## src/hw/rtl/prb_pkg.sv

```systemverilog
// Package: shared types and constants for the packet reorder buffer
`timescale 1ns / 1ps
package prb_pkg;
  localparam int unsigned HoldDepth  = 5;
  localparam int unsigned MaxPackets = 1024;
  localparam int unsigned HandleBits = 8;
  localparam int unsigned CntW  = 11;
  localparam int unsigned SeqW  = 10;
  localparam int unsigned LenW  = 11;
  localparam int unsigned HdlW  = 8;
  localparam int unsigned OffW  = 21;
  localparam logic [CntW-1:0] ChunkReset = 11'd1380;

  localparam logic [1:0] EvRelease  = 2'd0;
  localparam logic [1:0] EvHeld     = 2'd1;
  localparam logic [1:0] EvDropBad  = 2'd2;
  localparam logic [1:0] EvDropFull = 2'd3;

  localparam logic RegExpectedCount = 1'b0;
  localparam logic RegChunkSize     = 1'b1;

  typedef struct packed {
    logic signed [31:0] seq_number;
    logic [LenW-1:0]    payload_length;
    logic [HdlW-1:0]    payload_handle;
  } in_item_t;

  typedef struct packed {
    logic [1:0]      event_kind;
    logic [SeqW-1:0] out_seq;
    logic [LenW-1:0] out_length;
    logic [HdlW-1:0] out_handle;
    logic [OffW-1:0] write_offset;
    logic            last_of_run;
    logic            all_received;
  } out_item_t;

  // one held descriptor, passed between neighbouring cells
  typedef struct packed {
    logic            vld;
    logic [CntW-1:0] seq;
    logic [LenW-1:0] len;
    logic [HdlW-1:0] hdl;
  } entry_t;

  // per-cell control from the sequencer
  typedef struct packed {
    logic            load;   // take new entry when cell is first free one
    logic            chk;    // compare against target this cycle
    logic            pop;    // remove the matched entry, shift from right
    logic [CntW-1:0] target;
  } cell_ctl_t;
endpackage

```

## src/hw/rtl/prb_cell.sv

```systemverilog
// Hold cell: one entry of the hold chain with match and shift logic
`timescale 1ns / 1ps
module prb_cell (
  input  logic               clk_i,
  input  logic               rst_ni,
  input  prb_pkg::cell_ctl_t ctl_i,
  input  prb_pkg::entry_t    new_i,     // entry to be loaded
  input  logic               left_vld_i,
  input  logic               left_hit_i, // a cell to the left already matched
  input  prb_pkg::entry_t    right_i,
  output prb_pkg::entry_t    ent_o,
  output logic               hit_o,      // this cell or one to the left matched
  output logic               my_hit_o
);
  prb_pkg::entry_t ent_q, ent_d;

  assign my_hit_o = ctl_i.chk && ent_q.vld && (ent_q.seq == ctl_i.target) && !left_hit_i;
  assign hit_o    = left_hit_i || my_hit_o;
  assign ent_o    = ent_q;

  always_comb begin
    ent_d = ent_q;
    if (ctl_i.load && left_vld_i && !ent_q.vld) begin
      ent_d = new_i;
    end else if (ctl_i.pop && hit_o) begin
      ent_d = right_i;
    end
  end

  always_ff @(posedge clk_i or negedge rst_ni) begin
    if (!rst_ni) begin
      ent_q <= '0;
    end else begin
      ent_q <= ent_d;
    end
  end
endmodule

```

## src/hw/rtl/prb_chain.sv

```systemverilog
// Hold chain: row of hold cells with ripple match and left shift
`timescale 1ns / 1ps
module prb_chain #(
  parameter int unsigned HoldDepth = prb_pkg::HoldDepth
) (
  input  logic               clk_i,
  input  logic               rst_ni,
  input  prb_pkg::cell_ctl_t ctl_i,
  input  prb_pkg::entry_t    new_i,
  output logic               full_o,
  output logic               hit_o,
  output prb_pkg::entry_t    hit_ent_o
);
  prb_pkg::entry_t ent [HoldDepth];
  logic [HoldDepth:0] hit_c;
  logic [HoldDepth-1:0] my_hit;
  logic [HoldDepth-1:0] vld;

  assign hit_c[0] = 1'b0;

  for (genvar g = 0; g < HoldDepth; g++) begin : g_cell
    prb_pkg::entry_t right;
    logic left_vld;
    if (g == HoldDepth - 1) begin : g_end
      assign right = '0;
    end else begin : g_mid
      assign right = ent[g+1];
    end
    if (g == 0) begin : g_first
      assign left_vld = 1'b1;
    end else begin : g_rest
      assign left_vld = ent[g-1].vld;
    end
    prb_cell u_cell (
      .clk_i      (clk_i),
      .rst_ni     (rst_ni),
      .ctl_i      (ctl_i),
      .new_i      (new_i),
      .left_vld_i (left_vld),
      .left_hit_i (hit_c[g]),
      .right_i    (right),
      .ent_o      (ent[g]),
      .hit_o      (hit_c[g+1]),
      .my_hit_o   (my_hit[g])
    );
    assign vld[g] = ent[g].vld;
  end

  assign full_o = vld[HoldDepth-1];
  assign hit_o  = hit_c[HoldDepth];

  always_comb begin
    hit_ent_o = '0;
    for (int i = 0; i < HoldDepth; i++) begin
      if (my_hit[i]) hit_ent_o = ent[i];
    end
  end
endmodule

```

## src/hw/rtl/packet_reorder_buffer.sv

```systemverilog
// Top level: packet reorder buffer with seen bitmap and hold chain
// Path: item registered at start, seen bitmap read, decision, then staged; one result per cycle.
// Items do not overlap: a new item is taken only when idle, after the seen-bitmap read and
//   the flush, which releases each matching held entry (up to HoldDepth).
// Reset: clearing pass over every seen-bitmap entry, busy high.
// Results are strobed for one cycle; the receiver cannot stall.
`timescale 1ns / 1ps
module packet_reorder_buffer #(
  parameter int unsigned HoldDepth  = prb_pkg::HoldDepth,
  parameter int unsigned MaxPackets = prb_pkg::MaxPackets,
  parameter int unsigned HandleBits = prb_pkg::HandleBits
) (
  input  logic                  clk_i,
  input  logic                  rst_ni,
  input  logic                  start,
  output logic                  busy,
  input  prb_pkg::in_item_t     in_item_i,
  output logic                  res_strobe_o,
  output prb_pkg::out_item_t    res_item_o,
  input  logic                  cfg_valid_i,
  output logic                  cfg_ready_o,
  input  logic                  cfg_index_i,
  input  logic [prb_pkg::CntW-1:0] cfg_data_i
);
  localparam int unsigned AW = $clog2(MaxPackets);
  localparam int unsigned CW = prb_pkg::CntW;

  localparam logic [2:0] StClear = 3'd0;
  localparam logic [2:0] StIdle  = 3'd1;
  localparam logic [2:0] StRead  = 3'd2;
  localparam logic [2:0] StDec   = 3'd3;
  localparam logic [2:0] StFlush = 3'd4;
  localparam logic [2:0] StMul   = 3'd5;

  logic [2:0] st_q, st_d;
  logic [CW-1:0] exp_q, chunk_q, next_q, rcv_q;
  logic [AW:0] clr_q;
  logic seen_mem [MaxPackets];
  logic seen_rd_q;
  prb_pkg::in_item_t it_q;
  prb_pkg::cell_ctl_t ctl;
  prb_pkg::entry_t new_ent, hit_ent;
  logic full, hit;
  logic [CW-1:0] limit;
  logic bad;
  logic [CW-1:0] mseq_q;
  logic [prb_pkg::LenW-1:0] mlen_q;
  logic [prb_pkg::HdlW-1:0] mhdl_q;
  logic mlast_q;

  assign cfg_ready_o = 1'b1;
  assign busy = (st_q != StIdle);
  assign limit = (exp_q > CW'(MaxPackets)) ? CW'(MaxPackets) : exp_q;
  assign bad = it_q.seq_number[31] || (it_q.seq_number >= $signed({21'd0, limit}))
               || seen_rd_q;

  assign new_ent.vld = 1'b1;
  assign new_ent.seq = it_q.seq_number[CW-1:0];
  assign new_ent.len = it_q.payload_length;
  assign new_ent.hdl = it_q.payload_handle & prb_pkg::HdlW'((1 << HandleBits) - 1);

  always_comb begin
    ctl.load   = (st_q == StDec) && !bad && (it_q.seq_number[CW-1:0] != next_q);
    ctl.chk    = (st_q == StFlush);
    ctl.pop    = (st_q == StFlush);
    ctl.target = next_q;
  end

  prb_chain #(.HoldDepth(HoldDepth)) u_chain (
    .clk_i, .rst_ni, .ctl_i(ctl), .new_i(new_ent),
    .full_o(full), .hit_o(hit), .hit_ent_o(hit_ent)
  );

  always_ff @(posedge clk_i) begin
    if (st_q == StClear) begin
      seen_mem[clr_q[AW-1:0]] <= 1'b0;
    end else if (st_q == StDec && !bad) begin
      seen_mem[it_q.seq_number[AW-1:0]] <= 1'b1;
    end
    seen_rd_q <= seen_mem[it_q.seq_number[AW-1:0]];
    if (start && !busy) it_q <= in_item_i;
  end

  // result staging: descriptor then registered multiply
  logic ev_vld_q, out_vld_q;
  logic [1:0] ev_kind_q;
  always_comb begin
    st_d = st_q;
    case (st_q)
      StClear: if (clr_q == (AW+1)'(MaxPackets - 1)) st_d = StIdle;
      StIdle:  if (start) st_d = StRead;
      StRead:  st_d = StDec;
      StDec:   begin
        if (!bad && it_q.seq_number[CW-1:0] == next_q) st_d = StFlush;
        else st_d = StMul;
      end
      StFlush: if (!hit) st_d = StMul;
      StMul:   st_d = StIdle;
      default: st_d = StIdle;
    endcase
  end

  always_ff @(posedge clk_i or negedge rst_ni) begin
    if (!rst_ni) begin
      st_q <= StClear; clr_q <= '0; exp_q <= '0; chunk_q <= prb_pkg::ChunkReset;
      next_q <= '0; rcv_q <= '0; ev_vld_q <= 1'b0; out_vld_q <= 1'b0;
    end else begin
      st_q <= st_d;
      if (st_q == StClear) clr_q <= clr_q + 1'b1;
      if (cfg_valid_i) begin
        if (cfg_index_i == prb_pkg::RegExpectedCount) exp_q <= cfg_data_i;
        else chunk_q <= cfg_data_i;
      end
      ev_vld_q <= 1'b0;
      if (st_q == StDec) begin
        ev_vld_q <= 1'b1;
        if (!bad) begin
          rcv_q <= rcv_q + 1'b1;
          if (it_q.seq_number[CW-1:0] == next_q) next_q <= next_q + 1'b1;
        end
      end else if (st_q == StFlush && hit) begin
        ev_vld_q <= 1'b1;
        next_q <= next_q + 1'b1;
      end
      out_vld_q <= ev_vld_q;
    end
  end

  always_ff @(posedge clk_i) begin
    if (st_q == StDec) begin
      mseq_q <= it_q.seq_number[CW-1:0];
      mlen_q <= it_q.payload_length;
      mhdl_q <= new_ent.hdl;
      if (bad) ev_kind_q <= prb_pkg::EvDropBad;
      else if (it_q.seq_number[CW-1:0] == next_q) ev_kind_q <= prb_pkg::EvRelease;
      else if (full) ev_kind_q <= prb_pkg::EvDropFull;
      else ev_kind_q <= prb_pkg::EvHeld;
      mlast_q <= bad || (it_q.seq_number[CW-1:0] != next_q);
    end else begin
      mseq_q <= hit_ent.seq; mlen_q <= hit_ent.len; mhdl_q <= hit_ent.hdl;
      ev_kind_q <= prb_pkg::EvRelease;
      mlast_q <= 1'b0;
    end
  end

  // last flag: flush miss (or non-release) ends the run; patch in output stage
  logic [2*CW-1:0] prod;
  assign prod = mseq_q * chunk_q;
  logic end_now;
  assign end_now = (st_q == StFlush) && !hit;

  // output register; a release is last when the flush finds no match
  always_ff @(posedge clk_i) begin
    res_item_o.event_kind   <= ev_kind_q;
    res_item_o.out_seq      <= mseq_q[prb_pkg::SeqW-1:0];
    res_item_o.out_length   <= mlen_q;
    res_item_o.out_handle   <= mhdl_q;
    res_item_o.write_offset <= (ev_kind_q == prb_pkg::EvRelease) ?
                               prod[prb_pkg::OffW-1:0] : '0;
    res_item_o.last_of_run  <= mlast_q || end_now;
    res_item_o.all_received <= (rcv_q == limit);
  end
  assign res_strobe_o = out_vld_q;
endmodule

```

## config.mk

```make
export PLATFORM = sky130hd
export DESIGN_NAME = packet_reorder_buffer
export DESIGN_NICKNAME = d
export VERILOG_FILES = /design/src/hw/rtl/prb_pkg.sv /design/src/hw/rtl/prb_cell.sv /design/src/hw/rtl/prb_chain.sv /design/src/hw/rtl/packet_reorder_buffer.sv
export SDC_FILE = /design/constraint.sdc
export NUM_CORES = 2
export LEC_CHECK = 0
export BUFFER_PORTS_ARGS = -buffer_cell sky130_fd_sc_hd__buf_2
export CORE_AREA = 2 2 327 329
export DETAILED_ROUTE_END_ITERATION = 8
export DIE_AREA = 0 0 329 331
export PLACE_DENSITY = 0.79
export REMOVE_ABC_BUFFERS = 1
export SETUP_SLACK_MARGIN = 0.15
export SYNTH_ARGS = -nofsm -noshare
export SYNTH_HDL_FRONTEND = slang
export SYNTH_SLANG_ARGS = --single-unit
export TNS_END_PERCENT = 100
```

## constraint.sdc

```tcl
create_clock -name clk_i -period 27 [get_ports clk_i]
set_input_delay 1.35 -clock clk_i [delete_from_list [all_inputs] [get_ports clk_i]]
set_output_delay 1.35 -clock clk_i [all_outputs]
set_load 0.005 [all_outputs]
```

* After elaboration in Yosys (flattened, before gate mapping)
Memories as Yosys holds them, arrays and structs flattened. A register that Yosys moved wholly into a read port is not among the register bits. Index checks and enable logic that the tools add are counted.
Storage, ports and cells: bits in registers 353, RAM bits 1024, bits of input ports 67, output and inout bits 57, word-level logic and storage cells 182, memories kept 1
Memory list:
- seen_mem | depth 1024, bits a word 1, rd ports 1, clocked after Yosys merged registers in 1, write ports 1, line packet_reorder_buffer.sv:38 | logic seen_mem [MaxPackets];
Cells by class: $add $sub $neg 3, multiply operators 1, magnitude comparators 2, equality and inequality tests 19, muxes and demuxes 41, bitwise operators 3, reductions and logical operators 68
Operator list (count):
- 31-bit 2-to-1 mux | 10
- 30-bit 2-to-1 mux | 5
- 11-bit equality test | 7
- 11-bit 2-to-1 mux | 7
- 11-bit by 1-bit adder with 11-bit output (second input constant) | 3
- 1-bit logical AND | 33
- 32-bit by 12-bit greater-or-equal comparator with 1-bit output | 1
- 11-bit by 11-bit multiplier with 21-bit output | 1
- 3-bit one-hot mux with 5 select lines | 1
- 1-bit zero test | 12
- 2-bit nonzero test | 6
- 11-bit by 10-bit equality test with 1-bit output (second input constant) | 1
- 11-bit > comparator (second input constant) | 1
- 11-bit != test | 1
- 1-bit 2-to-1 mux | 10
- 10-bit 2-to-1 mux | 1
- 3-bit 2-to-1 mux | 3
- 1-bit logical OR | 8
- 8-bit 2-to-1 mux | 1
- 3-bit by 2-bit equality test with 1-bit output (second input constant) | 2
- 2-bit 2-to-1 mux | 3
- 2-bit != test (second input constant) | 3
- 2-bit AND reduction | 3
- 3-bit AND reduction | 2
- 9 further kinds | 12

* Depth between registers and ports, before layout
depth in word-level cells 18, gate-level depth with buffers 21, mapped depth without buffers 20

* Modules after synthesis
From an unflattened synthesis, not the netlist that was laid out.
Unflattened totals: cells, all modules 5199, area, all modules 64800.9 um2
By module, submodules not included:
- packet_reorder_buffer | times used 1, cells an instance 4014, area each 55230.5 um2, sequential area each 35550.3 um2
- prb_cell | times used 5, cells an instance 200, area each 1701.6 um2, sequential area each 775.7 um2
- prb_chain | times used 1, cells an instance 185, area each 1062.3 um2, sequential area each 0.0 um2

* Least setup slack after synthesis
Ideal clock, no wire load.
path type register to register, start point reg it_q[19] (netlist name), end point mem seen_mem[0] (data pin), library setup time 3.470 ns, arrival 18.499 ns, data required time 23.530 ns, setup slack 5.030 ns, stages on the path, launching flop included 18, buffers on the path 8, clock period less this slack 21.970 ns, cells stage by stage edfxtp_1 > buf_6 > buf_12 > buf_8 > buf_6 > buf_6 > clkinv_1 > ha_1 > nand2b_1 > a21o_1 > a21o_1 > a21oi_1 > o221a_2 > o211ai_1 > buf_2 > inv_2 > buf_2 > buf_1
On the way: longest elaborated chain between the ends 10
Ends and longest elaborated chain:
- start, declared | line packet_reorder_buffer.sv:40 | prb_pkg::in_item_t it_q;
- start signal, assigned | line packet_reorder_buffer.sv:81 | if (start && !busy) it_q <= in_item_i;
- 32-bit by 12-bit greater-or-equal comparator with 1-bit output | line packet_reorder_buffer.sv:54 | assign bad = it_q.seq_number[31] || (it_q.seq_number >= $signed({21'd0, limit}))
- 1-bit logical OR | line packet_reorder_buffer.sv:54
- 1-bit logical OR | line packet_reorder_buffer.sv:55 | || seen_rd_q;
- 1-bit zero test
- 1-bit logical AND | line packet_reorder_buffer.sv:77 | end else if (st_q == StDec && !bad) begin
- 1-bit 2-to-1 mux | line packet_reorder_buffer.sv:77
- 1-bit 2-to-1 mux | line packet_reorder_buffer.sv:75 | if (st_q == StClear) begin
- 1-bit 2-to-1 mux (not written as such) | line packet_reorder_buffer.sv:78 | seen_mem[it_q.seq_number[AW-1:0]] <= 1'b1;
- 1-bit OR reduction (no source line)
- 1-bit 2-to-1 mux (no source line)
- end, declared | line packet_reorder_buffer.sv:38
Every way passes these cells.

* Final worst setup path
start point reg it_q[20] (netlist name), end point mem seen_mem[195], enable pin
On the way: longest elaborated chain between the ends 10, elaborated cells on any way between the ends 11, those cells by class order compare: 1; mux: 5; reduce/logical: 5
Ends and longest elaborated chain (line):
- 32-bit by 12-bit greater-or-equal comparator with 1-bit output | packet_reorder_buffer.sv:54
- 1-bit logical OR | packet_reorder_buffer.sv:54
- 1-bit logical OR | packet_reorder_buffer.sv:55
- 1-bit zero test
- 1-bit logical AND | packet_reorder_buffer.sv:77
- 1-bit 2-to-1 mux | packet_reorder_buffer.sv:77
- 1-bit 2-to-1 mux | packet_reorder_buffer.sv:75
- 1-bit 2-to-1 mux (not written as such) | packet_reorder_buffer.sv:78
- 1-bit OR reduction (no source line)
- 10-bit 2-to-1 mux (no source line) or 1-bit 2-to-1 mux (tied branches)
Several ways; a longest one is shown, not always the timed one.

==> out/metrics.cfg <==
[logic_synthesis]
synth_area_mm2=0.06578
synth_top_area_frac=0.4908
synthMostInstantiatedCell=edfxtp_1
synth-async-reset-ratio=0.1560
syn_inst=5134
ys_top_cells_by_count=edfxtp_1 (1075), nor3_1 (1055), clkbuf_1 (398)
ys_types=78
avgSynthCellArea_um2=12.81
ys_warn_count=0
synth_edf_count=1075
synth_ff_type=edfxtp_1
ys_ff_latch=1378
synth_seq_area_share=0.5994
yosysTopAreaCell=edfxtp_1
ys_top_cells_by_area=edfxtp_1 (49%), mux4_2 (8.9%), nor3_1 (8.0%), dfrtp_1 (8.0%), dfxtp_1 (2.7%)

[route]
drc_errors=0
drtIter0Drc=6148
dr_total_vias=44430
ant_nets=0
wire_per_inst_um=26.06
viasPerCell=6.896
dr.pass1.iters=7
wirelength_um=167900

[sta]
maxSlewViolCount=0
fmax_mhz=146.0
finalHoldViolations=0
rsz0062_at_grt=false
max_slew.worst_pin.slew_ns=1.353
fin_skew_ns=0.02578
setup-tns-final_ns=0
finalWorstSetupSlack_ns=20.15
fin_crit_ns=6.850
setup_viol=0
slew_headroom=0.07223
min_period_over_period=0.2537

[global_routing]
antenna_found_initial=3
grt_pass1_wl_um=257800
overflow=0
grt_start_max_net_pins=296
grtUsageTotal=0.3097
first_global_vias=43940

[pwr]
ir_worst_vdd_uv=88.37
power-per-cell-area_mw_per_mm2=75.66
p_leak_nw=23.06
power_mw=5.408

[die]
num_io_pins=124
rows=119
start_util=0.6266
dieArea_mm2=0.1089
die_height_um=331
coreArea_mm2=0.1050
die_w_um=329

[clock_tree]
h-tree-depth=4
cts_buffers=141
cts.clk_slew.worst_paths_ns=0.06
clk_latency_ns=0.75
clk_path_buf_depth=3
post_cts.repair.setup_buffers=0
postCtsResizedCells=0
cts_tree=built
clock-sinks=1378
cts_hold_buffers=0
clockRootBuffer=clkbuf_16

[critical_path]
worst-r2r-cell-count=14
rrSetupSlack_ns=20.15
worstSetupPathType=reg2reg
cp-startpoint=it_q[20]
cp.required_ns=27.45
cp.arrival_ns=7.30
endpoint_kind=flop
r2r-end=seen_mem[195]
crit_fanout=131
timing.rr.start=it_q[20]
cp-start-kind=flop

[final_layout]
stdcell_count=6443
area_growth_pct=8.678
fillers=7037
diodes=0
final_nets=5159
utilization=0.6810
seqCellArea_mm2=0.03943
multiInputGateArea_mm2=0.02376
drive_gt1_frac=0.1584

[place]
dp_hpwl_um=90720
dp.cells=6190
dp_worst_setup_slack_ns=20.32
gp_congestion=0.9206
io_buffers=122

[worst_hold_path]
hold_path.class=reg2reg
hold_path_end=res_item_o[39]
min_path_cells=0
hold_start=mlen_q[8]

[status]
status=finished, final reports clean

[flow_run]
maxCapViolations=0

## critical path, stage by stage, from the launching register on
cell,delay [ns]
edfxtp_1,0.32
buf_4,0.64
ha_1,0.37
a21o_1,0.15
a21o_1,0.16
a21oi_1,0.21
o221a_2,0.27
o211ai_1,0.11
buf_4,0.39
inv_8,0.60
buf_4,1.03
mux2i_4,0.64
buf_4,0.71
buf_4,0.67
nor3_1,0.15
## cells by family after synthesis
group,share of synthesized area
fa+ha+maj,0.03755
xor+xnor,0.01571
simple gates,0.1477
other cells,0.00005701
buf+inv,0.04518
compound gates,0.04284
flops,0.5994
mux,0.1115
## routing by layer
layer / part of all wire / vias up / track usage
li1: - / 18880 / -
met1: 0.36 / 22330 / 0.4085
met2: 0.49 / 2728 / 0.5079
met3: 0.10 / 492 / 0.05584
met4: 0.043 / 2 / 0.1402
met5: 0.000042 / - / 0
## area by class of cell
cell class / instances / area share
flip-flops and latches: 1378 / 0.5516
clock buffers: 196 / 0.05471
repair buffers: 229 / 0.02079
well taps: 1391 / 0.02435
multi-input cells: 3051 / 0.3324
clock inverters: 57 / 0.008699
inverters: 141 / 0.007509
## flip-flops by register name (all words and copies together), names as in the netlist
register / cells
seen_mem: 1024
mseq_q: 11
mlast_q: 1
res_item_o: 54
res_strobe_o: 1
ev_vld_q: 1
chunk_q: 11
st_q: 3
next_q: 11
rcv_q: 11
seen_rd_q: 1
mlen_q: 11
mhdl_q: 8
u_chain.g_cell.u_cell.ent_o: 155
exp_q: 11
it_q: 51
clr_q: 11
ev_kind_q: 2
## placed cells by master (no fill, tap or decap), types with 64 or more instances in the layout
cell type	n
a22oi_1	158
dfrtp_1	210
buf_2	121
nor2_1	160
xnor2_1	84
fa_1	79
mux4_2	260
ha_1	71
edfxtp_1	1075
dfxtp_1	88
and2_1	68
nand3_1	218
clkbuf_16	146
nor3_1	1055
nand2_1	336
mux2i_1	64
inv_1	136
buf_4	102
## per-stage QoR
stage,hold WS (ns),cell area (um^2)
floorplan,0.3096,63340
global route,0.3278,71490
detailed placement,0.3121,66950
CTS,0.3269,71490
finish,0.3252,71490
global placement,0.3098,66950
## worst max path at each step
| stage | end | slack [ns] | depth (start not counted) |
|---|---|---|---|
| after CTS | seen_mem[323] | 20.24 | 14 |
| after global placement | seen_mem[483] | 20.41 | 14 |
| after global routing | seen_mem[303] | 19.76 | 12 |
| final | seen_mem[195] | 20.15 | 14 |
| after detailed placement | seen_mem[608] | 20.32 | 14 |
| after floorplan | seen_mem[1019] | -6.93 | 2 |
## where the power goes
group,total (mW),internal (mW),switching (mW)
clock network,1.93,1.13,0.803
registers,2.38,2.33,0.0584
logic,1.09,0.268,0.825
Note: power is estimated with default switching activity, not from simulation.
